[src/rtl/modular_exponentiation_defines.svh]
// assertion macros shared by the modular exponentiation rtl
`ifndef MODULAR_EXPONENTIATION_DEFINES_SVH
`define MODULAR_EXPONENTIATION_DEFINES_SVH

// condition in this cycle implies property in this cycle
`define MEXP_ASSERT_NOW(label, cond, prop) \
    label: assert property (@(posedge clk) disable iff (!rst_n) (cond) |-> (prop)) \
        else $error("mexp: assertion failed");

// condition in this cycle implies property in the next cycle
`define MEXP_ASSERT_NEXT(label, cond, prop) \
    label: assert property (@(posedge clk) disable iff (!rst_n) (cond) |=> (prop)) \
        else $error("mexp: assertion failed");

`endif

[src/rtl/mexp_pkg.sv]
// constants, microcode format and program of the modular exponentiation block
package mexp_pkg;

    localparam int BASE_W   = 30;
    localparam int EXP_BITS = 30;
    localparam int POW_W    = 30;
    localparam int MW       = 32;
    localparam int PC_W     = 5;
    localparam int CNT_W    = $clog2(EXP_BITS + 1);

    localparam logic [POW_W-1:0] PRIME = 30'd1000000007;

    // montgomery constants, radix 2^MW
    localparam logic [63:0] R_MOD64 = (64'd1 << MW) % 64'd1000000007;
    localparam logic [63:0] R2_64   = (R_MOD64 * R_MOD64) % 64'd1000000007;
    localparam logic [POW_W-1:0] MONT_ONE = R_MOD64[POW_W-1:0];
    localparam logic [POW_W-1:0] MONT_R2  = R2_64[POW_W-1:0];

    // -n^-1 mod 2^MW by newton iteration
    function automatic logic [MW-1:0] mont_ninv(input logic [MW-1:0] n);
        logic [MW-1:0] inv;
        inv = n;
        for (int i = 0; i < 5; i++)
        begin
            inv = inv * (MW'(2) - n * inv);
        end
        return MW'(0) - inv;
    endfunction

    localparam logic [MW-1:0] NINV = mont_ninv({{(MW - POW_W){1'b0}}, PRIME});

    // multiplier operand selection
    typedef logic [2:0] mul_sel_t;
    localparam mul_sel_t MS_BASE_R2 = 3'd0;
    localparam mul_sel_t MS_ACC_SQ  = 3'd1;
    localparam mul_sel_t MS_SQ_SQ   = 3'd2;
    localparam mul_sel_t MS_ACC_ONE = 3'd3;
    localparam mul_sel_t MS_LO_NINV = 3'd4;
    localparam mul_sel_t MS_M_N     = 3'd5;

    // product destination
    typedef logic [1:0] dst_t;
    localparam dst_t DST_NONE = 2'd0;
    localparam dst_t DST_PROD = 2'd1;
    localparam dst_t DST_M    = 2'd2;
    localparam dst_t DST_MN   = 2'd3;

    // reduction write-back
    typedef logic [1:0] wb_t;
    localparam wb_t WB_NONE = 2'd0;
    localparam wb_t WB_SQ   = 2'd1;
    localparam wb_t WB_ACC  = 2'd2;
    localparam wb_t WB_OUT  = 2'd3;

    // sequencing
    typedef logic [1:0] jmp_t;
    localparam jmp_t JMP_NONE    = 2'd0;
    localparam jmp_t JMP_BIT_CLR = 2'd1;
    localparam jmp_t JMP_LOOP    = 2'd2;
    localparam jmp_t JMP_END     = 2'd3;

    typedef logic [PC_W-1:0] pc_t;
    localparam pc_t PC_START  = 5'd0;
    localparam pc_t PC_LOOP   = 5'd4;
    localparam pc_t PC_SQUARE = 5'd9;
    localparam pc_t PC_FINISH = 5'd13;

    typedef struct packed {
        mul_sel_t mul_sel;
        dst_t     dst;
        wb_t      wb;
        jmp_t     jmp;
        pc_t      target;
    } ucode_word_t;

    function automatic ucode_word_t uw(input mul_sel_t ms, input dst_t dst, input wb_t wb,
                                       input jmp_t jmp, input pc_t target);
        ucode_word_t w;
        w.mul_sel = ms;
        w.dst     = dst;
        w.wb      = wb;
        w.jmp     = jmp;
        w.target  = target;
        return w;
    endfunction

    // program: convert base, loop over exponent bits, convert result back
    function automatic ucode_word_t ucode_rom(input pc_t pc);
        ucode_word_t w;
        unique case (pc)
            5'd0:    w = uw(MS_BASE_R2, DST_PROD, WB_NONE, JMP_NONE,    PC_START);
            5'd1:    w = uw(MS_LO_NINV, DST_M,    WB_NONE, JMP_NONE,    PC_START);
            5'd2:    w = uw(MS_M_N,     DST_MN,   WB_NONE, JMP_NONE,    PC_START);
            5'd3:    w = uw(MS_M_N,     DST_NONE, WB_SQ,   JMP_NONE,    PC_START);
            5'd4:    w = uw(MS_M_N,     DST_NONE, WB_NONE, JMP_BIT_CLR, PC_SQUARE);
            5'd5:    w = uw(MS_ACC_SQ,  DST_PROD, WB_NONE, JMP_NONE,    PC_START);
            5'd6:    w = uw(MS_LO_NINV, DST_M,    WB_NONE, JMP_NONE,    PC_START);
            5'd7:    w = uw(MS_M_N,     DST_MN,   WB_NONE, JMP_NONE,    PC_START);
            5'd8:    w = uw(MS_M_N,     DST_NONE, WB_ACC,  JMP_NONE,    PC_START);
            5'd9:    w = uw(MS_SQ_SQ,   DST_PROD, WB_NONE, JMP_NONE,    PC_START);
            5'd10:   w = uw(MS_LO_NINV, DST_M,    WB_NONE, JMP_NONE,    PC_START);
            5'd11:   w = uw(MS_M_N,     DST_MN,   WB_NONE, JMP_NONE,    PC_START);
            5'd12:   w = uw(MS_M_N,     DST_NONE, WB_SQ,   JMP_LOOP,    PC_LOOP);
            5'd13:   w = uw(MS_ACC_ONE, DST_PROD, WB_NONE, JMP_NONE,    PC_START);
            5'd14:   w = uw(MS_LO_NINV, DST_M,    WB_NONE, JMP_NONE,    PC_START);
            5'd15:   w = uw(MS_M_N,     DST_MN,   WB_NONE, JMP_NONE,    PC_START);
            5'd16:   w = uw(MS_M_N,     DST_NONE, WB_OUT,  JMP_END,     PC_START);
            default: w = uw(MS_M_N,     DST_NONE, WB_NONE, JMP_END,     PC_START);
        endcase
        return w;
    endfunction

endpackage

[src/rtl/mexp_in_if.sv]
// operand channel: base and exponent with valid/ready
interface mexp_in_if;
    logic                            valid;
    logic                            ready;
    logic [mexp_pkg::BASE_W-1:0]     base;
    logic [mexp_pkg::EXP_BITS-1:0]   exponent;

    modport source (output valid, output base, output exponent, input ready);
    modport sink (input valid, input base, input exponent, output ready);
endinterface

[src/rtl/mexp_out_if.sv]
// result channel: power with valid/ready
interface mexp_out_if;
    logic                         valid;
    logic                         ready;
    logic [mexp_pkg::POW_W-1:0]   power;

    modport source (output valid, output power, input ready);
    modport sink (input valid, input power, output ready);
endinterface

[src/rtl/modular_exponentiation.sv]
// Computes base^exponent mod 1000000007 by right-to-left square-and-multiply in the
// Montgomery domain (radix 2^32). One item is worked at a time: after the operand transfer
// the block runs its microcode steps, four more of them for each set exponent bit, and its
// last step waits until the previous result is taken; every step is one pass through
// the single shared 32x32 multiplier or the reduction adder, and each exponent bit costs a
// squaring plus, when set, a multiply. The next operand is taken as soon as the result is
// loaded into the output register, even while that result still waits to be taken. An
// exponent of zero gives 1, and a base of 1000000007 or more is reduced exactly.
`include "modular_exponentiation_defines.svh"

module modular_exponentiation (
    input  logic        clk,
    input  logic        rst_n,
    mexp_in_if.sink     operand,
    mexp_out_if.source  result
);

    logic                                busy_reg, busy_next;
    mexp_pkg::pc_t                       pc_reg, pc_next;
    logic [mexp_pkg::CNT_W-1:0]          cnt_reg;
    logic                                out_valid_reg, out_valid_next;

    logic [mexp_pkg::BASE_W-1:0]         base_reg;
    logic [mexp_pkg::EXP_BITS-1:0]       exp_reg;
    logic [mexp_pkg::POW_W-1:0]          acc_reg;
    logic [mexp_pkg::POW_W-1:0]          sq_reg;
    logic [59:0]                         prod_reg;
    logic [mexp_pkg::MW-1:0]             m_reg;
    logic [61:0]                         mn_reg;
    logic [mexp_pkg::POW_W-1:0]          power_reg;

    mexp_pkg::ucode_word_t               word;
    logic [mexp_pkg::MW-1:0]             mul_a;
    logic [mexp_pkg::MW-1:0]             mul_b;
    logic [2*mexp_pkg::MW-1:0]           mul_p;
    logic [30:0]                         red_sum;
    logic [30:0]                         red_sub;
    logic [mexp_pkg::POW_W-1:0]          red_val;
    logic                                accept;
    logic                                stall;
    logic                                step;

    assign word   = mexp_pkg::ucode_rom(pc_reg);
    assign accept = operand.valid && !busy_reg;
    assign stall  = (word.wb == mexp_pkg::WB_OUT) && out_valid_reg && !result.ready;
    assign step   = busy_reg && !stall;

    assign operand.ready = !busy_reg;
    assign result.valid  = out_valid_reg;
    assign result.power  = power_reg;

    // shared multiplier
    always_comb
    begin
        unique case (word.mul_sel)
            mexp_pkg::MS_BASE_R2:
            begin
                mul_a = {2'b00, base_reg};
                mul_b = {2'b00, mexp_pkg::MONT_R2};
            end
            mexp_pkg::MS_ACC_SQ:
            begin
                mul_a = {2'b00, acc_reg};
                mul_b = {2'b00, sq_reg};
            end
            mexp_pkg::MS_SQ_SQ:
            begin
                mul_a = {2'b00, sq_reg};
                mul_b = {2'b00, sq_reg};
            end
            mexp_pkg::MS_ACC_ONE:
            begin
                mul_a = {2'b00, acc_reg};
                mul_b = 32'd1;
            end
            mexp_pkg::MS_LO_NINV:
            begin
                mul_a = prod_reg[31:0];
                mul_b = mexp_pkg::NINV;
            end
            mexp_pkg::MS_M_N:
            begin
                mul_a = m_reg;
                mul_b = {2'b00, mexp_pkg::PRIME};
            end
            default:
            begin
                mul_a = '0;
                mul_b = '0;
            end
        endcase
    end

    assign mul_p = mul_a * mul_b;

    // (t + m*n) / 2^32: low halves sum to zero or exactly 2^32
    assign red_sum = {3'b000, prod_reg[59:32]} + {1'b0, mn_reg[61:32]}
                   + {30'd0, |prod_reg[31:0]};
    assign red_sub = red_sum - {1'b0, mexp_pkg::PRIME};
    assign red_val = (red_sum >= {1'b0, mexp_pkg::PRIME}) ? red_sub[29:0] : red_sum[29:0];

    // sequencer
    always_comb
    begin
        pc_next = pc_reg;
        if (!busy_reg)
        begin
            pc_next = mexp_pkg::PC_START;
        end
        else if (step)
        begin
            unique case (word.jmp)
                mexp_pkg::JMP_NONE:    pc_next = pc_reg + 5'd1;
                mexp_pkg::JMP_BIT_CLR: pc_next = exp_reg[0] ? pc_reg + 5'd1 : word.target;
                mexp_pkg::JMP_LOOP:
                    pc_next = (cnt_reg != mexp_pkg::CNT_W'(1)) ? word.target : pc_reg + 5'd1;
                mexp_pkg::JMP_END:     pc_next = mexp_pkg::PC_START;
                default:               pc_next = mexp_pkg::PC_START;
            endcase
        end
    end

    always_comb
    begin
        busy_next = busy_reg;
        if (accept)
        begin
            busy_next = 1'b1;
        end
        else if (step && word.jmp == mexp_pkg::JMP_END)
        begin
            busy_next = 1'b0;
        end
    end

    always_comb
    begin
        out_valid_next = out_valid_reg;
        if (step && word.wb == mexp_pkg::WB_OUT)
        begin
            out_valid_next = 1'b1;
        end
        else if (result.ready)
        begin
            out_valid_next = 1'b0;
        end
    end

    always_ff @(posedge clk or negedge rst_n)
    begin
        if (!rst_n)
        begin
            busy_reg      <= 1'b0;
            pc_reg        <= mexp_pkg::PC_START;
            out_valid_reg <= 1'b0;
        end
        else
        begin
            busy_reg      <= busy_next;
            pc_reg        <= pc_next;
            out_valid_reg <= out_valid_next;
        end
    end

    // datapath
    always_ff @(posedge clk)
    begin
        if (accept)
        begin
            base_reg <= operand.base;
            exp_reg  <= operand.exponent;
            cnt_reg  <= mexp_pkg::CNT_W'(mexp_pkg::EXP_BITS);
            acc_reg  <= mexp_pkg::MONT_ONE;
        end
        else if (step)
        begin
            unique case (word.dst)
                mexp_pkg::DST_PROD: prod_reg <= mul_p[59:0];
                mexp_pkg::DST_M:    m_reg    <= mul_p[31:0];
                mexp_pkg::DST_MN:   mn_reg   <= mul_p[61:0];
                default:            ;
            endcase
            unique case (word.wb)
                mexp_pkg::WB_SQ:  sq_reg    <= red_val;
                mexp_pkg::WB_ACC: acc_reg   <= red_val;
                mexp_pkg::WB_OUT: power_reg <= red_val;
                default:          ;
            endcase
            if (word.jmp == mexp_pkg::JMP_LOOP)
            begin
                exp_reg <= exp_reg >> 1;
                cnt_reg <= cnt_reg - mexp_pkg::CNT_W'(1);
            end
        end
    end

    `MEXP_ASSERT_NOW(a_idle_pc_home, !busy_reg, pc_reg == mexp_pkg::PC_START)
    `MEXP_ASSERT_NEXT(a_accept_starts, accept, busy_reg && pc_reg == mexp_pkg::PC_START)
    `MEXP_ASSERT_NOW(a_loop_reduced, busy_reg && pc_reg == mexp_pkg::PC_LOOP,
                     acc_reg < mexp_pkg::PRIME && sq_reg < mexp_pkg::PRIME)
    `MEXP_ASSERT_NOW(a_loop_count, busy_reg && pc_reg == mexp_pkg::PC_LOOP, cnt_reg != '0)
    `MEXP_ASSERT_NEXT(a_result_loaded, step && word.wb == mexp_pkg::WB_OUT,
                      out_valid_reg && !busy_reg && power_reg < mexp_pkg::PRIME)

endmodule

[src/flat_wrapper.sv]
// flat-port wrapper written by rule: the top's interface ports become plain ports
module modular_exponentiation_flat 
  (clk, rst_n, operand_valid, operand_base, operand_exponent, operand_ready, result_valid, result_power, result_ready);
  mexp_in_if operand_i ();
  mexp_out_if result_i ();
  input  logic clk;
  input  logic rst_n;
  input wire logic [$bits(operand_i.valid)-1:0] operand_valid;
  input wire logic [$bits(operand_i.base)-1:0] operand_base;
  input wire logic [$bits(operand_i.exponent)-1:0] operand_exponent;
  output wire logic [$bits(operand_i.ready)-1:0] operand_ready;
  output wire logic [$bits(result_i.valid)-1:0] result_valid;
  output wire logic [$bits(result_i.power)-1:0] result_power;
  input wire logic [$bits(result_i.ready)-1:0] result_ready;
  assign operand_i.valid = operand_valid;
  assign operand_i.base = operand_base;
  assign operand_i.exponent = operand_exponent;
  assign operand_ready = operand_i.ready;
  assign result_valid = result_i.valid;
  assign result_power = result_i.power;
  assign result_i.ready = result_ready;
  modular_exponentiation u_core (.clk(clk), .rst_n(rst_n), .operand(operand_i), .result(result_i));
endmodule
[config.mk]
export PLATFORM = sky130hd
export DESIGN_NAME = modular_exponentiation_flat
export DESIGN_NICKNAME = d
export VERILOG_FILES = /design/src/rtl/mexp_pkg.sv /design/src/rtl/mexp_in_if.sv /design/src/rtl/mexp_out_if.sv /design/src/rtl/modular_exponentiation.sv /design/src/flat_wrapper.sv
export VERILOG_INCLUDE_DIRS = /design/src /design/src/rtl
export SDC_FILE = /design/constraint.sdc
export NUM_CORES = 2
export LEC_CHECK = 0
export BUFFER_PORTS_ARGS = -buffer_cell sky130_fd_sc_hd__buf_2
export CAP_MARGIN = 25
export CORE_ASPECT_RATIO = 1.5
export CORE_MARGIN = 4
export CORE_UTILIZATION = 60
export DETAILED_ROUTE_END_ITERATION = 16
export PLACE_DENSITY = 0.88
export SYNTH_ARGS = -nofsm -noshare
export SYNTH_HDL_FRONTEND = slang
export SYNTH_SLANG_ARGS = --single-unit
[constraint.sdc]
create_clock -name clk -period 28.9 [get_ports clk]
set_input_delay 2.89 -clock clk [delete_from_list [all_inputs] [get_ports clk]]
set_output_delay 2.89 -clock clk [all_outputs]
set_load 0.005 [all_outputs]
; Word level (Yosys, flattened, before mapping)
; Memories as Yosys holds them, arrays and structs flattened.
; Index checks and enable logic that the tools add are counted.
[totals]
regBits = 316
n_memories = 1
mem_bits_ro = 384
input_bits = 64
word_cells = 78
out_inout_bits = 32
[op_classes]
n_mul = 1
muxes = 15
n_lt_le_gt_ge = 1
n_addsub = 5
bitwise = 1
n_reduce_logical = 26
eq_ne = 16
[mem_list]
columns = name, depth, width, rd, rd_ports_with_merged_regs, write_ports, line_no
row1 = (no name shown), 32, 12, 1, 0, 0, mexp_pkg.sv:90  ; unique case (pc)
[ops]
columns = op, count
row1 = 32-bit case mux with 5 select lines, 2
row2 = 30-bit two-way mux, 4
row3 = 32-bit by 32-bit multiplier with 62-bit output, 1
row4 = 32-bit OR reduction, 1
row5 = 28-bit by 30-bit adder with 31-bit output, 1
row6 = 31-bit by 1-bit adder with 31-bit output, 1
row7 = "31-bit by 30-bit greater-or-equal comparator with 1-bit output, second input constant", 1
row8 = "30-bit subtractor, second input constant", 1
row9 = 5-bit two-way mux, 4
row10 = 5-bit case mux with 4 select lines, 1
row11 = 3-bit AND reduction, 5
row12 = "2-bit equality test, second input constant", 6
row13 = 2-bit nonzero test, 4
row14 = "2-bit by 1-bit equality test with 1-bit output, second input constant", 3
row15 = "3-bit by 2-bit equality test with 1-bit output, second input constant", 2
row16 = "3-bit equality test, second input constant", 2
row17 = 1-bit logical AND, 6
row18 = 2-bit AND reduction, 3
row19 = "5-bit by 1-bit adder with 5-bit output, second input constant", 1
row20 = "5-bit by 1-bit inequality test with 1-bit output, second input constant", 1
row21 = "5-bit by 1-bit subtractor with 5-bit output, second input constant", 1
row22 = 1-bit two-way mux, 4
row23 = 2-bit OR reduction, 2
row24 = "3-bit by 1-bit equality test with 1-bit output, second input constant", 1
row25 = 5 further kinds, 7

; Depth between registers and ports, before layout
; An unclocked memory read counts as a cell.
[logic_depth]
depth_word = 9
ltp_mapped = 44
depth_no_buf = 40

; Worst setup path after synthesis
; OpenSTA, ideal clock, no wires.
[synth_path]
path_kind = flip-flop to flip-flop
start = reg u_core.pc_reg[0]
end = reg u_core.mn_reg[60], data pin
synth_period_minus_slack_ps = 9895
slack_ps = 19005
stages_incl_launch_ff = 39
arrival_ps = 9633
t_required_ps = 28638
path_buffers = 3
setup_time_ps = 262
path_cell_list = dfrtp_1 inv_1 ha_1 a21oi_1 nor2_1 a21oi_1 nor2_1 and3_1 clkbuf_1 clkbuf_1 a221o_1 a211oi_1 clkbuf_1 nor2_1 fa_1 fa_1 fa_1 inv_1 (+3 left out) inv_1 fa_1 inv_1 fa_1 fa_1 ha_1 nand4_1 nor3_1 a221oi_1 a21oi_1 a31o_2 a31o_2 o21ai_0 a21oi_1 a211o_1 a41oi_1 o21bai_1 xor2_1
[synth_via]
elab_chain_cells = 5
elab_cells_between_ends = 12
classes_between = mul: 1 / eq/ne: 5 / mux: 2 / reduce/logical: 3 / memory: 1
[synth_rtl]
columns = item, line_no
row1 = "start, declared", modular_exponentiation.sv:19  ; mexp_pkg::pc_t pc_reg, pc_next;
row2 = "start signal, assigned", modular_exponentiation.sv:154  ; pc_reg <= mexp_pkg::PC_START;
row3 = "start signal, assigned", modular_exponentiation.sv:160  ; pc_reg <= pc_next;
row4 = memory read 32 x 12 bit (*), n/a
row5 = 3-bit by 1-bit equality test with 1-bit output / 3-bit by 2-bit equality test with 1-bit output (equally long branches), modular_exponentiation.sv:55  ; unique case (word.mul_sel)
row6 = 2-bit OR reduction (no source line), n/a
row7 = 32-bit case mux with 5 select lines, modular_exponentiation.sv:55
row8 = 32-bit by 32-bit multiplier with 62-bit output (*), modular_exponentiation.sv:94  ; assign mul_p = mul_a * mul_b;
row9 = "named net u_core.mul_p, one bit", modular_exponentiation.sv:35  ; logic [2*mexp_pkg::MW-1:0] mul_p;
row10 = "end signal, assigned", modular_exponentiation.sv:180  ; mexp_pkg::DST_MN: mn_reg <= mul_p[61:0];
row11 = "end, declared", modular_exponentiation.sv:29  ; logic [61:0] mn_reg;
; Mark *: on every way through the listed nets, which the timed path passes. The rest lies on a longest branch.
; A chain may end at the register's enable or synchronous reset.

; Worst setup path in the final report
[layout_path]
start = reg u_core.pc_reg[0]
end = reg u_core.mn_reg[61], data pin
; Same word-level chain as after synthesis.

==> run summary <==
status - completed
Slew Limit Fails - 0
Die ar. - 0.0791 mm2
hpwl dp - 121 mm
Final Cycle Share - 43.8%
Finish-stage setup viols - 0
Final Hold Vio Count - 0
GR Overflow Total - 0
max reg flops - 60
asr flop ratio synth - 2.46%
P&R area growth vs syn - 6.33%
YS warnings - 0
Synth area leaders - fa_1 (39%), edfxtp_1 (16%), ha_1 (8.8%)
Crit Path Class - flip-flop to flip-flop
IO Port Bufs - 95
H-tree lvl count - 1
CP max stage delay - 890 ps
clock network latency to the later pin of the worst-skew pair - 570 ps
vias per cell - 6.17
gp weighted congestion - 1.04
post-synth top area cell - fa_1
nets - 6008
top cell type's share of synthesized area - 38.7%
DRC violations left - 0
cell mode on critical path - fa_1
Slew @ Worst Pin - 1060 ps
worst endpoint data arrival time - 12960 ps
# clock sinks - 284
vias in the first global route - 38700
first-pass GRT wire length - 233 mm
Post-synth EDFFs - 242
wire per inst - 26.7 um
share of layout cells above drive strength 1 - 6.61%
CTS Buf Count - 27
num ports - 96
hold_buf cts - 0
Crit-path slowest cell - a21o_1
Root Driver - clkbuf_16
Post-synth top flop - edfxtp_1
CTS max path bufs - 3
total setup buffers inserted after CTS - 0
unrepaired setup endpoints after global routing - no
crit path capture type - flip-flop
Register Area - 0.00814 mm2
area of the multi-input gates - 0.0325 mm2
register bit total from synthesis - 284
Final ANT Viol Nets - 0
drt pass-1 iters - 8
Seq/Total Area, Yosys - 18.2%
worst rel slew slack - 29.6%
max-cap viol count - 0
mapped cell area - 0.0447 mm2
clk_skew - 13.4 ps
crit path time final - 12660 ps
post-synth cell types - 82
crit path max fanout - 33
Hold WC Path Type - flip-flop to flip-flop
CTS tree - done
DRT iter0 DRCs - 3742
die width - 231 um
# resized after CTS - 0
f_max - 0.0790 GHz
cell count after synthesis - 4750
DR vias - 35700
syn avg cell area - 9.42 um2
antenna violations before repair - 3
Initial Util - 60.6%
WL final - 154 mm
Total GRT Usage - 39.9%
crit path launch type - flip-flop
CP Data Required Time - 29200 ps
Die Ht - 342 um
largest net degree at the start of global routing - 61
Core Region - 0.0739 mm2
clk slew on worst S/H paths - 70 ps
fill count - 5856
# rows - 122
setup_tns - 0 ps
==> layer usage <==
layer,vias up,track usage (%),part of all wire (%)
met3,942,8.97,11
met4,4,37.4,13
met1,17500,43.2,30
met5,-,0,0.019
met2,2497,64.5,47
li1,14700,-,-
==> path summary, 6_finish.rpt <==
check / start / to / slack (ps) / depth (start not counted)
worst max-delay path: u_core.pc_reg[0] / u_core.mn_reg[61] / 16240 / 37
worst min-delay path: u_core.acc_reg[29] / u_core.acc_reg[29] / 500 / 2
worst max register to register: u_core.pc_reg[0] / u_core.mn_reg[61] / 16240 / 37
worst min register to register: u_core.acc_reg[29] / u_core.acc_reg[29] / 500 / 2
max in group asynchronous: rst_n / u_core.result.valid / 26580 / 1
min in group asynchronous: rst_n / u_core.busy_reg / 2150 / 1
==> cell families (layout without fill, tap and decap cells) <==
group	count (synthesis)	in the layout	share of synthesized area, %
flops	284	284	18.2
other cells	2	13	0.0168
xor+xnor	113	113	2.21
mux	6	6	0.140
compound gates	501	501	7.87
fa+ha+maj	1181	1181	47.6
buf+inv	1162	1188	9.80
simple gates	1501	1501	14.2
==> cells in the final DEF (no fill, tap or decap), drive strengths merged, types with 10 or more instances in the layout <==
cell / netlist / final
a21o: 64 / 64
or3: 15 / 15
xnor2: 72 / 72
nand2: 600 / 600
a31oi: 17 / 17
edfxtp: 242 / 242
fa: 866 / 866
a21oi: 126 / 126
nand3: 45 / 45
o21a: 20 / 20
dfxtp: 35 / 35
and3: 24 / 24
o21bai: 16 / 16
ha: 315 / 315
o21ai: 69 / 69
inv: 946 / 948
clkbuf: 197 / 32
a211oi: 48 / 48
a211o: 39 / 39
a221o: 32 / 32
o211ai: 13 / 13
nand2b: 20 / 20
nor3: 35 / 35
xor2: 41 / 41
nor4: 20 / 20
and2: 75 / 75
conb: 2 / 10
buf: 18 / 191
nand4: 23 / 23
nor2: 608 / 608
==> layout make-up <==
class	count	area share (%)
repair buffers	191	2.60
well taps	992	2.61
flip-flops and latches	284	17.1
clock buffers	32	1.50
multi-input cells	3312	68.3
diodes	3	0.0158
inverters	947	7.47
clock inverters	18	0.431
==> Yosys cell counts (all sizes together), types with 7 or more instances <==
cell type	instances
inv	946
fa	866
nor2	608
nand2	600
ha	315
edfxtp	242
clkbuf	197
a21oi	126
and2	75
xnor2	72
o21ai	69
a21o	64
a211oi	48
nand3	45
xor2	41
a211o	39
dfxtp	35
nor3	35
a221o	32
and3	24
nand4	23
nand2b	20
nor4	20
o21a	20
buf	18
a31oi	17
o21bai	16
or3	15
o211ai	13
nor2b	9
dfrtp	7
o31ai	7
==> worst max-delay path, delay by kind of cell, from the launching register on <==
kind / cells / cell delay (ps)
adders and majority gates: 10 / 4870
and+or+nand+nor: 8 / 1580
xor gates and xnor gates: 1 / 110
buffers and inverters: 9 / 1380
DFF: 1 / 440
AOI/OAI and AO/OA: 9 / 4010
==> metrics by stage <==
| stage | setup WS (ps) | hold WS, ps | cell area [um2] | instances | util (%) |
|---|---|---|---|---|---|
| floorplan | 19000 | 437 | 44800 | 4758 | - |
| global placement | 16750 | 472 | 46600 | 5723 | 63.1 |
| detailed placement | 16610 | 489 | 46600 | 5723 | 63.1 |
| CTS | 16540 | 498 | 47500 | 5773 | 64.3 |
| global route | 15970 | 525 | 47600 | 5777 | 64.4 |
| finish | 16240 | 502 | 47600 | 5779 | 64.4 |
Power is left out: the tool's default activity adds up to more than one toggle a clock period on the data nets, which glitch-free logic cannot reach.
